==> config.mk <==
export PLATFORM = sky130hd
export DESIGN_NAME = source_byte_lexer_flat
export DESIGN_NICKNAME = d
export VERILOG_FILES = /design/src/hdl/sbl_pkg.sv /design/src/hdl/sbl_if.sv /design/src/hdl/source_byte_lexer.sv /design/src/hdl/sbl_scan.sv /design/src/hdl/sbl_emit.sv /design/src/flat_wrapper.sv
export SDC_FILE = /design/constraint.sdc
export NUM_CORES = 1
export LEC_CHECK = 0
export ABC_AREA = 0
export BUFFER_PORTS_ARGS = -buffer_cell sky130_fd_sc_hd__buf_4
export CORE_ASPECT_RATIO = 1.2
export CORE_MARGIN = 2
export CORE_UTILIZATION = 62
export DETAILED_ROUTE_END_ITERATION = 7
export PLACE_DENSITY = 0.9
export SLEW_MARGIN = 20
export SYNTH_ARGS = -nofsm -noshare
export SYNTH_HDL_FRONTEND = slang
export SYNTH_SLANG_ARGS = --single-unit
==> constraint.sdc <==
create_clock -name clk -period 21.5 [get_ports clk]
set_clock_uncertainty 0.1 [all_clocks]
set_input_delay 5.375 -clock clk [delete_from_list [all_inputs] [get_ports clk]]
set_output_delay 5.375 -clock clk [all_outputs]
set_load 0.1 [all_outputs]
==> src/hdl/sbl_pkg.sv <==
// Shared types and constants for the source byte lexer.
package sbl_pkg;

  typedef enum logic [3:0] {
    M_IDLE    = 4'd0,
    M_SLASH   = 4'd1,
    M_OP      = 4'd2,
    M_DOT     = 4'd3,
    M_INT     = 4'd4,
    M_NUMDOT  = 4'd5,
    M_FRAC    = 4'd6,
    M_IDENT   = 4'd7,
    M_STRING  = 4'd8,
    M_COMMENT = 4'd9
  } lex_mode_t;

  localparam logic [5:0] TK_EOF    = 6'd0;
  localparam logic [5:0] TK_LPAR   = 6'd1;
  localparam logic [5:0] TK_RPAR   = 6'd2;
  localparam logic [5:0] TK_LBRACE = 6'd3;
  localparam logic [5:0] TK_RBRACE = 6'd4;
  localparam logic [5:0] TK_PLUS   = 6'd5;
  localparam logic [5:0] TK_MINUS  = 6'd6;
  localparam logic [5:0] TK_STAR   = 6'd7;
  localparam logic [5:0] TK_PCT    = 6'd8;
  localparam logic [5:0] TK_SEMI   = 6'd9;
  localparam logic [5:0] TK_DOT    = 6'd10;
  localparam logic [5:0] TK_COMMA  = 6'd11;
  localparam logic [5:0] TK_OPBASE = 6'd12;
  localparam logic [5:0] TK_SLASH  = 6'd20;
  localparam logic [5:0] TK_STRING = 6'd21;
  localparam logic [5:0] TK_NUMBER = 6'd22;
  localparam logic [5:0] TK_IDENT  = 6'd23;
  localparam logic [5:0] TK_ELSE   = 6'd24;
  localparam logic [5:0] TK_MUT    = 6'd25;
  localparam logic [5:0] TK_NIL    = 6'd26;
  localparam logic [5:0] TK_PURE   = 6'd27;
  localparam logic [5:0] TK_RETURN = 6'd28;
  localparam logic [5:0] TK_TRUE   = 6'd29;
  localparam logic [5:0] TK_WHILE  = 6'd30;
  localparam logic [5:0] TK_FN     = 6'd31;
  localparam logic [5:0] TK_FALSE  = 6'd32;
  localparam logic [5:0] TK_IF     = 6'd33;
  localparam logic [5:0] TK_IMUT   = 6'd34;
  localparam logic [5:0] TK_IMPURE = 6'd35;
  localparam logic [5:0] TK_ERROR  = 6'd36;

  localparam logic [1:0] ERR_NONE  = 2'd0;
  localparam logic [1:0] ERR_BYTE  = 2'd1;
  localparam logic [1:0] ERR_STRNG = 2'd2;

  localparam logic [1:0] OP_BANG = 2'd0;
  localparam logic [1:0] OP_EQ   = 2'd1;
  localparam logic [1:0] OP_LT   = 2'd2;
  localparam logic [1:0] OP_GT   = 2'd3;

  localparam logic [23:0] LINE_MAX = 24'hFFFFFF;

  // One token as it leaves the lexer.
  typedef struct packed {
    logic [5:0]  kind;
    logic [1:0]  err;
    logic [23:0] line;
    logic [31:0] start;
    logic [15:0] len;
    logic        last;
  } token_t;

  // Up to three tokens caused by one byte.
  typedef struct packed {
    logic [1:0] count;
    token_t     t0;
    token_t     t1;
    token_t     t2;
  } tok_group_t;

  function automatic logic is_digit(input logic [7:0] b);
    return (b >= 8'h30) && (b <= 8'h39);
  endfunction

  function automatic logic is_alpha(input logic [7:0] b);
    return ((b >= 8'h61) && (b <= 8'h7A)) || ((b >= 8'h41) && (b <= 8'h5A)) ||
           (b == 8'h5F);
  endfunction

  // Single-byte punctuators; TK_EOF if not one.
  function automatic logic [5:0] punct_kind(input logic [7:0] b);
    logic [5:0] k;
    case (b)
      8'h28:   k = TK_LPAR;
      8'h29:   k = TK_RPAR;
      8'h7B:   k = TK_LBRACE;
      8'h7D:   k = TK_RBRACE;
      8'h2B:   k = TK_PLUS;
      8'h2D:   k = TK_MINUS;
      8'h2A:   k = TK_STAR;
      8'h25:   k = TK_PCT;
      8'h3B:   k = TK_SEMI;
      8'h2C:   k = TK_COMMA;
      default: k = TK_EOF;
    endcase
    return k;
  endfunction

endpackage

==> src/hdl/sbl_if.sv <==
// Valid/ready channel interfaces for bytes in and tokens out.
interface sbl_in_if;
  logic       valid;
  logic       ready;
  logic [7:0] source_byte;
  logic       end_of_source;
  modport source (output valid, source_byte, end_of_source, input ready);
  modport sink (input valid, source_byte, end_of_source, output ready);
endinterface

interface sbl_out_if;
  logic        valid;
  logic        ready;
  logic [5:0]  token_kind;
  logic [1:0]  error_kind;
  logic [23:0] line_number;
  logic [31:0] start_offset;
  logic [15:0] token_length;
  logic        last_of_run;
  modport source (output valid, token_kind, error_kind, line_number, start_offset,
                  token_length, last_of_run, input ready);
  modport sink (input valid, token_kind, error_kind, line_number, start_offset,
                token_length, last_of_run, output ready);
endinterface

==> src/hdl/source_byte_lexer.sv <==
// Top level of the source byte lexer.
// Byte stream in on in_* (source_byte, end_of_source), tokens out on out_*.
// One byte is taken per cycle while the group queue has room
// (in_ready follows grp_ready), so the sustained rate is one byte per
// cycle while the receiver keeps up. A byte may give up to three tokens;
// these leave one per beat. A byte's tokens pass through the scan register,
// then the group queue. Tokens for the held lookahead appear when the next
// byte or the end marker arrives; last_of_run flags the last token of a byte.
// When the receiver stalls, the two-entry group queue fills and then
// in_ready drops; nothing is lost. Synchronous reset puts the lexer in
// its idle mode at line 1, offset 0, with the queue empty. An end marker
// also returns the scan state to that point after its end token.
module source_byte_lexer #(
  parameter int KEYWORD_PREFIX_BYTES = 6,
  parameter int LENGTH_BITS = 16
) (
  input logic       clk,
  input logic       rst_n,
  sbl_in_if.sink    in_ch,
  sbl_out_if.source out_ch
);
  import sbl_pkg::*;

  logic       grp_valid, grp_ready;
  tok_group_t grp;
  token_t     tok;

  sbl_scan #(
    .KEYWORD_PREFIX_BYTES(KEYWORD_PREFIX_BYTES),
    .LENGTH_BITS(LENGTH_BITS)
  ) u_scan (
    .clk(clk), .rst_n(rst_n),
    .in_valid(in_ch.valid), .in_byte(in_ch.source_byte), .in_eos(in_ch.end_of_source),
    .grp_ready(grp_ready), .in_ready(in_ch.ready),
    .grp_valid(grp_valid), .grp(grp)
  );

  sbl_emit u_emit (
    .clk(clk), .rst_n(rst_n),
    .grp_valid(grp_valid), .grp(grp), .grp_ready(grp_ready),
    .tok_valid(out_ch.valid), .tok(tok), .tok_ready(out_ch.ready)
  );

  assign out_ch.token_kind = tok.kind;
  assign out_ch.error_kind = tok.err;
  assign out_ch.line_number = tok.line;
  assign out_ch.start_offset = tok.start;
  assign out_ch.token_length = tok.len;
  assign out_ch.last_of_run = tok.last;
endmodule

==> src/hdl/sbl_scan.sv <==
// Front end: scans one byte per cycle while grp_ready is high and produces a group of tokens.
module sbl_scan #(
  parameter int KEYWORD_PREFIX_BYTES = 6,
  parameter int LENGTH_BITS = 16
) (
  input  logic               clk,
  input  logic               rst_n,
  input  logic               in_valid,
  input  logic [7:0]         in_byte,
  input  logic               in_eos,
  input  logic               grp_ready,
  output logic               in_ready,
  output logic               grp_valid,
  output sbl_pkg::tok_group_t grp
);
  import sbl_pkg::*;

  localparam int PB = (KEYWORD_PREFIX_BYTES > 1) ? $clog2(KEYWORD_PREFIX_BYTES) : 1;
  localparam logic [LENGTH_BITS-1:0] LEN_MAX = {LENGTH_BITS{1'b1}};

  lex_mode_t              mode_r, mode_nxt;
  logic [1:0]             pop_r, pop_nxt;
  logic [23:0]            line_r, line_nxt;
  logic [31:0]            pos_r, pos_nxt;
  logic [31:0]            start_r, start_nxt;
  logic [LENGTH_BITS-1:0] len_r, len_nxt;
  logic [7:0]             pfx_r [KEYWORD_PREFIX_BYTES];
  logic                   pfx_we;
  logic [PB-1:0]          pfx_idx;

  logic       fire;
  logic [5:0] kw;
  logic [15:0] len_out;
  token_t     q [3];
  logic [1:0] n;

  assign in_ready = grp_ready;
  assign fire = in_valid && in_ready;
  assign len_out = (len_r > LENGTH_BITS'(16'hFFFF)) ? 16'hFFFF : 16'(len_r);

  function automatic logic [LENGTH_BITS-1:0] sat(input logic [LENGTH_BITS-1:0] a,
                                                 input logic [1:0] d);
    logic [LENGTH_BITS:0] s;
    s = {1'b0, a} + (LENGTH_BITS+1)'(d);
    return s[LENGTH_BITS] ? LEN_MAX : s[LENGTH_BITS-1:0];
  endfunction

  // Exact keyword match against the stored prefix; w holds nb bytes, first byte highest.
  function automatic logic pm(input logic [47:0] w, input logic [2:0] nb);
    logic ok;
    ok = (len_r == LENGTH_BITS'(nb));
    for (int i = 0; i < 6; i++)
      if (i < int'(nb)) ok = ok && (pfx_r[i] == w[8*(int'(nb)-1-i) +: 8]);
    return ok;
  endfunction

  always_comb begin
    kw = TK_IDENT;
    if (pm("else", 3'd4)) kw = TK_ELSE;
    else if (pm("mut", 3'd3)) kw = TK_MUT;
    else if (pm("nil", 3'd3)) kw = TK_NIL;
    else if (pm("pure", 3'd4)) kw = TK_PURE;
    else if (pm("return", 3'd6)) kw = TK_RETURN;
    else if (pm("true", 3'd4)) kw = TK_TRUE;
    else if (pm("while", 3'd5)) kw = TK_WHILE;
    else if (pm("fn", 3'd2)) kw = TK_FN;
    else if (pm("false", 3'd5)) kw = TK_FALSE;
    else if (pm("if", 3'd2)) kw = TK_IF;
    else if (pm("imut", 3'd4)) kw = TK_IMUT;
    else if (pm("impure", 3'd6)) kw = TK_IMPURE;
  end

  always_comb begin
    logic held, rescan;
    logic [7:0] b;
    logic [5:0] pk;
    b = in_byte;
    mode_nxt = mode_r;
    pop_nxt = pop_r;
    line_nxt = line_r;
    pos_nxt = pos_r;
    start_nxt = start_r;
    len_nxt = len_r;
    pfx_we = 1'b0;
    pfx_idx = '0;
    n = 2'd0;
    held = 1'b0;
    rescan = 1'b0;
    pk = punct_kind(b);
    for (int i = 0; i < 3; i++) q[i] = '0;

    if (in_eos) begin
      held = 1'b1;
    end else begin
      pos_nxt = pos_r + 32'd1;
      case (mode_r)
        M_SLASH:  if (b == 8'h2F) mode_nxt = M_COMMENT; else begin held = 1'b1; rescan = 1'b1; end
        M_OP: begin
          if (b == 8'h3D) begin
            q[0] = '{TK_OPBASE + 6'd1 + {3'd0, pop_r, 1'b0}, ERR_NONE, line_r, start_r, 16'd2, 1'b0};
            n = 2'd1;
            mode_nxt = M_IDLE;
          end else begin held = 1'b1; rescan = 1'b1; end
        end
        M_DOT: begin
          if (is_digit(b)) begin mode_nxt = M_FRAC; len_nxt = sat(len_r, 2'd1); end
          else begin held = 1'b1; rescan = 1'b1; end
        end
        M_INT: begin
          if (is_digit(b)) len_nxt = sat(len_r, 2'd1);
          else if (b == 8'h2E) mode_nxt = M_NUMDOT;
          else begin held = 1'b1; rescan = 1'b1; end
        end
        M_NUMDOT: begin
          if (is_digit(b)) begin mode_nxt = M_FRAC; len_nxt = sat(len_r, 2'd2); end
          else begin held = 1'b1; rescan = 1'b1; end
        end
        M_FRAC: begin
          if (is_digit(b)) len_nxt = sat(len_r, 2'd1);
          else begin held = 1'b1; rescan = 1'b1; end
        end
        M_IDENT: begin
          if (is_alpha(b) || is_digit(b)) begin
            if (len_r < LENGTH_BITS'(KEYWORD_PREFIX_BYTES)) begin
              pfx_we = 1'b1;
              pfx_idx = PB'(len_r);
            end
            len_nxt = sat(len_r, 2'd1);
          end else begin held = 1'b1; rescan = 1'b1; end
        end
        M_STRING: begin
          len_nxt = sat(len_r, 2'd1);
          if (b == 8'h0A && line_r < LINE_MAX) line_nxt = line_r + 24'd1;
          if (b == 8'h22) begin
            q[0] = '{TK_STRING, ERR_NONE, line_nxt, start_r,
                     (len_nxt > LENGTH_BITS'(16'hFFFF)) ? 16'hFFFF : 16'(len_nxt), 1'b0};
            n = 2'd1;
            mode_nxt = M_IDLE;
          end
        end
        M_COMMENT: if (b == 8'h0A) rescan = 1'b1;
        default:   rescan = 1'b1;
      endcase
    end

    // Token held by the current mode (also the unterminated string at end).
    if (held) begin
      case (mode_r)
        M_SLASH: begin q[0] = '{TK_SLASH, ERR_NONE, line_r, start_r, 16'd1, 1'b0}; n = 2'd1; end
        M_OP: begin
          q[0] = '{TK_OPBASE + {3'd0, pop_r, 1'b0}, ERR_NONE, line_r, start_r, 16'd1, 1'b0};
          n = 2'd1;
        end
        M_DOT: begin q[0] = '{TK_DOT, ERR_NONE, line_r, start_r, 16'd1, 1'b0}; n = 2'd1; end
        M_INT, M_FRAC: begin
          q[0] = '{TK_NUMBER, ERR_NONE, line_r, start_r, len_out, 1'b0}; n = 2'd1;
        end
        M_NUMDOT: begin
          q[0] = '{TK_NUMBER, ERR_NONE, line_r, start_r, len_out, 1'b0};
          q[1] = '{TK_DOT, ERR_NONE, line_r, pos_r - 32'd1, 16'd1, 1'b0};
          n = 2'd2;
        end
        M_IDENT: begin q[0] = '{kw, ERR_NONE, line_r, start_r, len_out, 1'b0}; n = 2'd1; end
        M_STRING: begin
          q[0] = '{TK_ERROR, ERR_STRNG, line_r, start_r, len_out, 1'b0}; n = 2'd1;
        end
        default: ;
      endcase
    end

    if (rescan) begin
      mode_nxt = M_IDLE;
      if (b == 8'h0A) begin
        if (line_r < LINE_MAX) line_nxt = line_r + 24'd1;
      end else if (b == 8'h20 || b == 8'h0D || b == 8'h09) begin
      end else if (pk != TK_EOF) begin
        q[n] = '{pk, ERR_NONE, line_r, pos_r, 16'd1, 1'b0}; n = n + 2'd1;
      end else if (b == 8'h21 || b == 8'h3D || b == 8'h3C || b == 8'h3E) begin
        mode_nxt = M_OP;
        pop_nxt = (b == 8'h21) ? OP_BANG : (b == 8'h3D) ? OP_EQ : (b == 8'h3C) ? OP_LT : OP_GT;
        start_nxt = pos_r; len_nxt = LENGTH_BITS'(1);
      end else if (b == 8'h2F || b == 8'h2E || b == 8'h22 || is_digit(b) || is_alpha(b)) begin
        mode_nxt = (b == 8'h2F) ? M_SLASH : (b == 8'h2E) ? M_DOT : (b == 8'h22) ? M_STRING :
                   is_digit(b) ? M_INT : M_IDENT;
        start_nxt = pos_r; len_nxt = LENGTH_BITS'(1);
        if (is_alpha(b)) begin pfx_we = 1'b1; pfx_idx = '0; end
      end else begin
        q[n] = '{TK_ERROR, ERR_BYTE, line_r, pos_r, 16'd1, 1'b0}; n = n + 2'd1;
      end
    end

    if (in_eos) begin
      q[n] = '{TK_EOF, ERR_NONE, line_r, pos_r, 16'd0, 1'b0};
      n = n + 2'd1;
      mode_nxt = M_IDLE; pop_nxt = OP_BANG; line_nxt = 24'd1;
      pos_nxt = '0; start_nxt = '0; len_nxt = '0;
    end
    if (n != 2'd0) q[n - 2'd1].last = 1'b1;
  end

  always_ff @(posedge clk) begin
    if (!rst_n) begin
      mode_r <= M_IDLE;
      pop_r <= OP_BANG;
      line_r <= 24'd1;
      pos_r <= '0;
      start_r <= '0;
      len_r <= '0;
      grp_valid <= 1'b0;
    end else begin
      if (grp_ready) grp_valid <= fire && (n != 2'd0);
      if (fire) begin
        mode_r <= mode_nxt;
        pop_r <= pop_nxt;
        line_r <= line_nxt;
        pos_r <= pos_nxt;
        start_r <= start_nxt;
        len_r <= len_nxt;
      end
    end
  end

  always_ff @(posedge clk) begin
    if (fire && pfx_we) pfx_r[pfx_idx] <= in_byte;
    if (grp_ready) grp <= '{n, q[0], q[1], q[2]};
  end
endmodule

==> src/hdl/sbl_emit.sv <==
// Back end: queues token groups and sends them out one token per beat.
module sbl_emit (
  input  logic                clk,
  input  logic                rst_n,
  input  logic                grp_valid,
  input  sbl_pkg::tok_group_t grp,
  output logic                grp_ready,
  output logic                tok_valid,
  output sbl_pkg::token_t     tok,
  input  logic                tok_ready
);
  import sbl_pkg::*;

  // Two-entry group queue.
  tok_group_t qd_r [2];
  logic       wp_r, wp_nxt, rp_r, rp_nxt;
  logic [1:0] cnt_r, cnt_nxt;
  logic [1:0] sub_r, sub_nxt;
  logic       push, pop;
  tok_group_t hd;

  assign hd = qd_r[rp_r];
  assign grp_ready = (cnt_r != 2'd2);
  assign push = grp_valid && grp_ready;
  assign tok_valid = (cnt_r != 2'd0);

  always_comb begin
    case (sub_r)
      2'd0:    tok = hd.t0;
      2'd1:    tok = hd.t1;
      default: tok = hd.t2;
    endcase
    pop = 1'b0;
    sub_nxt = sub_r;
    if (tok_valid && tok_ready) begin
      if (sub_r + 2'd1 == hd.count) begin pop = 1'b1; sub_nxt = 2'd0; end
      else sub_nxt = sub_r + 2'd1;
    end
    wp_nxt = push ? ~wp_r : wp_r;
    rp_nxt = pop ? ~rp_r : rp_r;
    cnt_nxt = cnt_r + {1'b0, push} - {1'b0, pop};
  end

  always_ff @(posedge clk) begin
    if (!rst_n) begin
      wp_r <= 1'b0;
      rp_r <= 1'b0;
      cnt_r <= 2'd0;
      sub_r <= 2'd0;
    end else begin
      wp_r <= wp_nxt;
      rp_r <= rp_nxt;
      cnt_r <= cnt_nxt;
      sub_r <= sub_nxt;
    end
  end

  always_ff @(posedge clk) begin
    if (push) qd_r[wp_r] <= grp;
  end
endmodule

==> src/flat_wrapper.sv <==
// flat-port wrapper written by rule: the top's interface ports become plain ports
module source_byte_lexer_flat import sbl_pkg::*;
#(
  parameter int KEYWORD_PREFIX_BYTES = 6,
  parameter int LENGTH_BITS = 16
)
  (clk, rst_n, in_ch_valid, in_ch_source_byte, in_ch_end_of_source, in_ch_ready, out_ch_valid, out_ch_token_kind, out_ch_error_kind, out_ch_line_number, out_ch_start_offset, out_ch_token_length, out_ch_last_of_run, out_ch_ready);
  sbl_in_if in_ch_i ();
  sbl_out_if out_ch_i ();
  input logic clk;
  input logic rst_n;
  input wire logic [$bits(in_ch_i.valid)-1:0] in_ch_valid;
  input wire logic [$bits(in_ch_i.source_byte)-1:0] in_ch_source_byte;
  input wire logic [$bits(in_ch_i.end_of_source)-1:0] in_ch_end_of_source;
  output wire logic [$bits(in_ch_i.ready)-1:0] in_ch_ready;
  output wire logic [$bits(out_ch_i.valid)-1:0] out_ch_valid;
  output wire logic [$bits(out_ch_i.token_kind)-1:0] out_ch_token_kind;
  output wire logic [$bits(out_ch_i.error_kind)-1:0] out_ch_error_kind;
  output wire logic [$bits(out_ch_i.line_number)-1:0] out_ch_line_number;
  output wire logic [$bits(out_ch_i.start_offset)-1:0] out_ch_start_offset;
  output wire logic [$bits(out_ch_i.token_length)-1:0] out_ch_token_length;
  output wire logic [$bits(out_ch_i.last_of_run)-1:0] out_ch_last_of_run;
  input wire logic [$bits(out_ch_i.ready)-1:0] out_ch_ready;
  assign in_ch_i.valid = in_ch_valid;
  assign in_ch_i.source_byte = in_ch_source_byte;
  assign in_ch_i.end_of_source = in_ch_end_of_source;
  assign in_ch_ready = in_ch_i.ready;
  assign out_ch_valid = out_ch_i.valid;
  assign out_ch_token_kind = out_ch_i.token_kind;
  assign out_ch_error_kind = out_ch_i.error_kind;
  assign out_ch_line_number = out_ch_i.line_number;
  assign out_ch_start_offset = out_ch_i.start_offset;
  assign out_ch_token_length = out_ch_i.token_length;
  assign out_ch_last_of_run = out_ch_i.last_of_run;
  assign out_ch_i.ready = out_ch_ready;
  source_byte_lexer #(.KEYWORD_PREFIX_BYTES(KEYWORD_PREFIX_BYTES), .LENGTH_BITS(LENGTH_BITS)) u_core (.clk(clk), .rst_n(rst_n), .in_ch(in_ch_i), .out_ch(out_ch_i));
endmodule
**Word-level counts from Yosys, hierarchy flattened**

Memory sizes are Yosys's and may differ from the RTL's. A register that Yosys moved wholly into a read port is not among the register bits.
Cells that the tools add are included.

- Register bits after elaboration: 362
- Bits in writable memories: 538
- Input bits: 13
- Output and inout port bits: 83
- Memories kept: 2

- Add/subtract/negate cells: 13
- Order comparisons: 16
- Equal/unequal tests: 83
- Mux-type cells: 423
- Bitwise operators: 5
- Reductions and logical operators: 88

Memories:

| memory | depth | width | read ports | clocked after memory_dff | write ports | RTL line | source |
|---|---|---|---|---|---|---|---|
| u_core.u_emit.qd_r | 2 | 245 | 1 | 1 | 1 | sbl_emit.sv:15 | `tok_group_t qd_r [2];` |
| u_core.u_scan.pfx_r | 6 | 8 | 6 | 0 | 1 | sbl_scan.sv:27 | `logic [7:0] pfx_r [KEYWORD_PREFIX_BYTES];` |

Operator list:

| operator | number |
|---|---|
| 243-bit 2-to-1 mux | 8 |
| 243-bit bitwise mux | 4 |
| 81-bit demux with 2-bit select | 3 |
| 81-bit case mux with 6 select lines | 1 |
| 1-bit 2-to-1 mux | 306 |
| 8-bit by 7-bit equality test with 1-bit output, second input constant | 38 |
| 32-bit 2-to-1 mux | 8 |
| 80-bit 2-to-1 mux | 3 |
| 16-bit 2-to-1 mux | 14 |
| 162-bit 2-to-1 mux | 1 |
| 81-bit 2-to-1 mux | 2 |
| 81-bit case mux with 2 select lines | 1 |
| 80-bit case mux with 2 select lines | 1 |
| 24-bit 2-to-1 mux | 6 |
| 8-bit by 6-bit equality test with 1-bit output, second input constant | 16 |
| 79-bit 2-to-1 mux | 1 |
| 6-bit 2-to-1 mux | 12 |
| 4-bit 2-to-1 mux | 16 |
| 16-bit case mux with 4 select lines | 1 |
| 1-bit logical AND | 60 |
| 16-bit by 3-bit equality test with 1-bit output, second input constant | 3 |
| 4-bit case mux with 10 select lines | 1 |
| 2-bit 2-to-1 mux | 18 |
| 3-bit 2-to-1 mux | 11 |
| other kinds (48) | 93 |

**Logic depth before layout (Yosys ltp)**

Gate-level depths: netlist of the first run.
An unclocked memory read counts as a cell.

- Word-level depth: 337
- Depth in mapped cells: 17

**Hierarchy**

From an unflattened synthesis of the first run, not the netlist that was laid out.

- Cell total of the unflattened synthesis: 2817
- Area, all modules: 36416.2 sq um

By module, submodules not included:

| module | times used | cells an instance | area each (sq um) |
|---|---|---|---|
| sbl_emit | 1 | 1009 | 18236.2 |
| sbl_scan | 1 | 1808 | 18179.9 |

**Worst setup path after synthesis of the first run**

No wires, ideal clock.

- Path kind: register -> register
- Start: reg u_core.u_emit.cnt_r[0]
- End: mem u_core.u_emit.qd_r[0][0] (netlist name), enable pin
- Setup time: 780 ps
- Arrival: 15888 ps
- Setup slack: 4732 ps
- Cell stages (with the launch flop): 4
- Path buffers: 0
- Path through: dfxtp_1 > nand2b_1 > nand2_1 > nor2_1

- Word-level cells in the longest chain between the ends: 4

RTL lines:

| element | RTL line | source |
|---|---|---|
| start, declared | sbl_emit.sv:17 | `logic [1:0] cnt_r, cnt_nxt;` |
| start signal, assigned | sbl_emit.sv:53 | `cnt_r <= cnt_nxt;` |
| 2-bit inequality test | sbl_emit.sv:23 | `assign grp_ready = (cnt_r != 2'd2);` |
| via in_ch_ready | flat_wrapper.sv:15 | `output wire logic [$bits(in_ch_i.ready)-1:0] in_ch_ready;` |
| 1-bit logical AND | sbl_emit.sv:24 | `assign push = grp_valid && grp_ready;` |
| 1-bit 2-to-1 mux | sbl_emit.sv:59 | `if (push) qd_r[wp_r] <= grp;` |
| 1-bit 2-to-1 mux (not written as such) | sbl_emit.sv:59 |  |
| end, declared | sbl_emit.sv:15 |  |

The timed path passes the listed nets, and every way through them passes these cells.

==> results.yml, run 1 <==
status:
  status: "complete, no violations"
cells_and_area:
  seqCellArea_mm2: 0.0226
  finish.utilization_pct: 69.5
  antenna-diode-count: 0
  nets: 2715
  nFillCells: 3247
  drive_above_1_share_pct: 10.7
  multi_input_area_mm2: 0.0104
  syn2layout_area_growth_pct: 10.5
grt:
  grt_max_degree: 175
  overflow: 0
  grt_use_total_pct: 31.5
  grt_pass1_vias: 23800
  antenna_found_initial: 0
  grt_pass1_wl_um: 136000
power_and_ir_drop:
  sw_frac_of_total_pct: 40.3
  power_density_mw_per_mm2: 140
  pwr-share-comb_pct: 33.2
  vdd_ir_drop_max_uv: 181
  intPower_mw: 3.14
  switchingPower_mw: 2.12
  pwr-share-clk_pct: 25.0
  total_power_mw: 5.25
  sequentialPowerShare_pct: 41.8
  p_leak_nw: 13.1
hold_path:
  hp-class: "flop to flop"
floorplanning:
  die_h_um: 260
  core-area_mm2: 0.0539
  die_w_um: 217
  die_area_mm2: 0.0565
  ios: 96
  rows: 93
  start_util_pct: 62.9
worst_setup_path:
  startpoint: "in_ch_source_byte[4]"
  critPathLaunchType: "primary input"
  cp_data_arrival_time_ps: 10830
  critPathKind: "primary input to flop"
  cp.required_ps: 21890
  r2r-end: "u_core.u_scan.grp[210]"
  r2r-start: "u_core.u_scan.mode_r[3]"
  cp-endpoint: "u_core.u_scan.grp[210]"
  reg2reg_slack_ps: 15610
  crit_fanout: 47
  endpoint_kind: "flop"
  r2r_cells: 12
clocking:
  insertion_delay_ps: 640
  cts_buffers: 73
  clockBufferDepth: 3
  root_buffer: "clkbuf_16"
  postCtsSetupBuffers: 0
  cts.clk_slew.worst_paths_ps: 60
  cts.sinks: 793
  htreeDepth: 3
  cts_hold_buffers: 0
  cts_tree: "built"
  cts_resized: 0
synth:
  synthesis.area_mm2: 0.0339
  syn_area_per_cell_um2: 12.7
  ys_ff_latch: 793
  synth_fp_nets: 2708
  syn_inst: 2677
  synth_cell_types: 94
  ys.flop_type: "edfxtp_1"
  synth_edf_count: 675
  synthArstFlopShare_pct: 0
  yosysWarnings: 0
  ys_seq_area_share_pct: 66.8
detailed_routing:
  first_pass_iters: 8
  vias: 24100
  drt_iter0_markers: 3402
  routed_wl_um: 89500
  drc: 0
  wl_per_cell_um: 25.9
  routed_via_density: 6.96
  antenna_left: 0
placed_design:
  place.gp.congestion: 0.961
  dp_hpwl_um: 53100
  io_buffers: 95
sta:
  rsz0062_at_grt: "no"
  worstMarginPinSlew_ps: 1100
  hold_viol: 0
  setup_viol: 0
  max_slew_margin_pct: 26.6
  fmax_mhz: 95.8
  post-route-period-util_pct: 48.5
  slew_viol_final: 0
  min_period_ps: 10430
  setup_tns_ps: 0
flow_run:
  drv_cap: 0
==> metal layers <==
| layer | part of all wire [%] | track usage (%) | wire length [um] | vias to the layer above |
|---|---|---|---|---|
| met5 | 0 | 0 | 0 | - |
| met4 | 5.1 | 17.2 | 4550 | 0 |
| met3 | 9.3 | 5.06 | 8290 | 348 |
| met2 | 50 | 53.7 | 44800 | 1701 |
| met1 | 36 | 38.5 | 31800 | 11700 |
| li1 | - | - | - | 10300 |
==> kinds of logic (layout without fill, tap and decap cells) <==
| kind of cell | count (synthesis) | count (layout) | synth area share (%) |
|---|---|---|---|
| AOI/OAI and AO/OA | 727 | 727 | 15.0 |
| xor gates and xnor gates | 49 | 49 | 1.27 |
| adders and majority gates | 18 | 18 | 0.665 |
| buffers and inverters | 235 | 303 | 2.90 |
| DFF | 793 | 793 | 66.8 |
| muxes | 31 | 31 | 0.942 |
| and+or+nand+nor | 824 | 824 | 12.4 |
==> final cells by class <==
class | count | area share (%)
clock inverter | 40 | 1.06
clock buffer | 96 | 5.42
sequential | 793 | 60.5
multi-input combinational | 1649 | 27.7
tap | 712 | 2.38
inverter | 39 | 0.391
timing repair buffer | 128 | 2.64
==> synth_stat cells (8+ instances only) <==
master	number	area share, %
nand3_1	55	0.81
or3_1	27	0.50
ha_1	18	0.66
edfxtp_1	675	60
o211ai_1	15	0.33
o21a_1	11	0.24
buf_6	9	0.30
xor2_1	28	0.72
nand4b_1	8	0.21
a22oi_1	74	1.6
a22o_1	110	2.8
and2_1	93	1.7
and3_1	16	0.30
nor4_1	15	0.28
nand2_1	234	2.6
nand4_1	61	1.1
inv_1	37	0.41
a31oi_1	85	1.6
mux2i_1	24	0.71
o41ai_1	9	0.23
and4_1	9	0.23
buf_2	12	0.18
clkbuf_1	152	1.7
xnor2_1	21	0.54
o31ai_1	19	0.42
o21ai_1	23	0.34
dfxtp_1	118	7.0
o21ai_0	87	1.3
nand2b_1	13	0.24
nor2_1	162	1.8
buf_1	18	0.20
nor3b_1	11	0.24
a211oi_1	75	1.7
a21oi_1	131	1.9
nor3_1	41	0.61
a211o_1	8	0.21
nor2b_1	34	0.63
==> flip-flops by register name, indices dropped and copies added (netlist names), named ones only <==
register and count:
u_core.u_emit.qd_r 418, u_core.u_scan.grp 209, u_core.u_scan.pfx_r 48, u_core.u_scan.pos_r 32
u_core.u_scan.start_r 32, u_core.u_scan.line_r 24, u_core.u_scan.len_r 16, u_core.u_scan.mode_r 4
u_core.u_emit.cnt_r 2, u_core.u_emit.sub_r 2, u_core.u_scan.pop_r 2, u_core.u_emit.rp_r 1
u_core.u_emit.wp_r 1, u_core.u_scan.grp_valid 1
==> worst min-delay path by stage <==
stage	end	depth (start not counted)	slack [ps]	startpoint
6_report	u_core.u_emit.qd_r[1][227]	0	340	u_core.u_scan.grp[227]
3_3_place_gp	u_core.u_emit.qd_r[0][218]	0	320	u_core.u_scan.grp[218]
5_1_grt	u_core.u_emit.qd_r[0][57]	0	340	u_core.u_scan.grp[57]
4_1_cts	u_core.u_emit.qd_r[1][214]	0	340	u_core.u_scan.grp[214]
3_5_place_dp	u_core.u_emit.qd_r[1][35]	0	330	u_core.u_scan.grp[35]
2_1_floorplan	u_core.u_emit.qd_r[0][0]	0	320	u_core.u_scan.grp[0]
==> cell usage in the layout (no fill, tap or decap), types with 9 or more instances in the layout <==
cell and instances:
edfxtp_1 675, nand2_1 234, nor2_1 159, a21oi_1 130, buf_4 125, dfxtp_1 117
a22o_1 108, and2_1 92, o21ai_0 87, a31oi_1 85, clkbuf_16 77, a211oi_1 75
a22oi_1 74, nand4_1 61, nand3_1 55, nor3_1 40, inv_1 36, nor2b_1 34
xor2_1 28, or3_1 27, mux2i_1 24, o21ai_1 22, xnor2_1 21, o31ai_1 19
ha_1 16, clkbuf_1 16, nor4_1 15, and3_1 15, o211ai_1 15, nand2b_1 12
clkinv_2 12, o21a_1 11, nor3b_1 11, and4_1 9, o41ai_1 9, clkinv_1 9
==> through the flow <==
stage | setup slack (ps) | instance area, um^2 | cells | hold WS (ps)
after floorplan | 4730 | 33900 | 2677 | 321
after global placement | 10400 | 35000 | 3320 | 322
after detailed placement | 10270 | 35000 | 3320 | 329
after CTS | 10860 | 37400 | 3456 | 340
after global routing | 10810 | 37400 | 3457 | 343
final | 11070 | 37400 | 3457 | 341
==> power by group through the flow <==
| stage | clock network (mW) | registers (mW) | logic, mW |
|---|---|---|---|
| finish | 1.32 | 2.19 | 1.74 |
| global route | 1.37 | 2.21 | 1.81 |
| CTS | 1.32 | 2.19 | 1.74 |
| detailed placement | 0 | 2.22 | 1.72 |
| global placement | 0 | 2.18 | 1.69 |
| floorplan | 0 | 2.21 | 1.32 |
==> critical path: stages <==
cell,delay (ps)
buf_4,170
or4b_1,710
or4b_1,560
o311a_1,200
a2111o_1,610
nand3_1,160
buf_4,450
ha_1,340
mux2_2,300
ha_1,240
a22o_4,470
a21oi_4,910
a22o_1,270
Power figures use the tool's default switching activity.
==> inputs of run 2 (changes only) <==
Clock period 21.5 ns to 10.6 ns, I/O delays scaled along.
==> run 2 against run 1 <==
  * Cell count fell by 0.12%
  * Flip-flop and latch count did not move
  * Register-to-register slack got worse by 11000 ps
  * Via count fell by 0.41%
  * Setup slack got worse by 8100 ps
  * First-iteration DRC count rose by 6.6%
  * Non-clock buffer count fell by 3
  * Routed wire length fell by 2.8%
==> results.yml, run 2 (same netlist as run 1, synthesis figures left out) <==
status:
  status: "complete, no violations"
detailed_routing:
  vias: 24000
  drt_iter0_markers: 3625
  drc: 0
  routed_via_density: 6.94
  first_pass_iters: 8
  wl_per_cell_um: 25.2
  routed_wl_um: 86900
  antenna_left: 0
sta:
  rsz0062_at_grt: "no"
  max_slew_margin_pct: 27.0
  post-route-period-util_pct: 71.7
  min_period_ps: 7600
  worstMarginPinSlew_ps: 1100
  setup_viol: 0
  fin_hold_ws_ps: 335
  slew_viol_final: 0
  fmax_mhz: 131
  setup_tns_ps: 0
  hold_viol: 0
flow_run:
  drv_cap: 0
cells_and_area:
  layoutNonFillerInstCount: 3453
  mostFrequentLayoutCells: "edfxtp_1, nand2_1, nor2_1"
  nets: 2713
  top_register: "u_core.u_emit.qd_r"
  drive_above_1_share_pct: 10.6
  finish.utilization_pct: 69.5
  largest_reg_flops: 418
  syn2layout_area_growth_pct: 10.6
  final_cell_area_mm2: 0.0375
  reg_top3: "u_core.u_emit.qd_r x418, u_core.u_scan.grp x209, u_core.u_scan.pfx_r x48"
  antenna-diode-count: 0
  layout_commonest_cell: "edfxtp_1"
clocking:
  cts_buffers: 74
  postCtsSetupBuffers: 0
  cts_resized: 0
  cts_hold_buffers: 0
  cts_tree: "built"
  insertion_delay_ps: 640
  root_buffer: "clkbuf_16"
  cts.clk_slew.worst_paths_ps: 60
  cts.sinks: 793
  clockBufferDepth: 3
  htreeDepth: 3
floorplanning:
  die_h_um: 260
  die_w_um: 217
  die_area_mm2: 0.0565
  rows: 93
  core-area_mm2: 0.0539
  ios: 96
  start_util_pct: 62.9
power_and_ir_drop:
  power_density_mw_per_mm2: 285
  vdd_ir_drop_max_uv: 381
  p_leak_nw: 13.1
placed_design:
  place_area_mm2: 0.0349
  place.gp.congestion: 0.942
  io_buffers: 95
  dp_hpwl_um: 52100
  dpl.cell_count: 3317
hold_path:
  hp-class: "flop to flop"
grt:
  overflow: 0
  grt_use_total_pct: 30.6
  grt_pass1_wl_um: 133000
  grt_pass1_vias: 23500
  antenna_found_initial: 1
  grt_max_degree: 169
worst_setup_path:
  cp.required_ps: 10970
  endpoint_kind: "flop"
  cp_data_arrival_time_ps: 7970
  critPathKind: "primary input to flop"
  crit_fanout: 47
  critPathLaunchType: "primary input"
[run 2: changes by cell type in the layout (fill, tap and decap cells not counted), sizes merged]
cell,delta
clkinvlp,-7
buf,-3
bufinv,+2
clkbuf,+2
clkinv,+1
inv,+1
[run 2: stage by stage]
step / total power [mW] / worst slack, ps
2_1_floorplan: 7.11 / 500
3_3_place_gp: 7.83 / 2380
3_5_place_dp: 7.97 / 2190
4_1_cts: 10.7 / 2820
5_1_grt: 11.0 / 2800
6_report: 10.7 / 3000
[run 2: cell type report]
cell class	instances	area, um^2
timing repair buffer	125	975
multi-input combinational	1649	10300
inverter	39	146
sequential	793	22600
clock buffer	98	2040
tap	712	891
fill	3326	16400
clock inverter	37	425
[run 2: critical path, cell delays in order]
cell,delay (ps)
buf_4,170
or4b_1,730
or4b_1,570
o311a_1,180
a2111o_1,580
nand3_1,160
buf_4,420
ha_1,330
mux2_2,300
ha_1,230
a22o_4,460
a21oi_4,870
a22o_1,270
[run 2: power breakdown]
group / leakage, nW / internal, mW / switching (mW)
combinational: 4.01 / 0.693 / 2.81
clock: 1.21 / 1.54 / 1.16
sequential: 7.87 / 4.18 / 0.284
[run 2: per-layer routing]
layer  track usage (%)  part of all wire, %  routed length, um
met5                 0                0.047                 41
met4              15.6                  4.9               4230
met3              4.30                  8.4               7330
met2              52.3                   50              43900
met1              38.2                   36              31500
[run 2: path summary, 6_finish.rpt]
check | to | slack, ps | startpoint | cells past startpoint
worst max-delay path | u_core.u_scan.grp[182] | 3000 | in_ch_source_byte[4] | 13
worst min-delay path | u_core.u_emit.qd_r[1][78] | 340 | u_core.u_scan.grp[78] | 0
worst max register to register | u_core.u_scan.grp[182] | 4880 | u_core.u_scan.mode_r[2] | 12
worst min register to register | u_core.u_emit.qd_r[1][78] | 340 | u_core.u_scan.grp[78] | 0
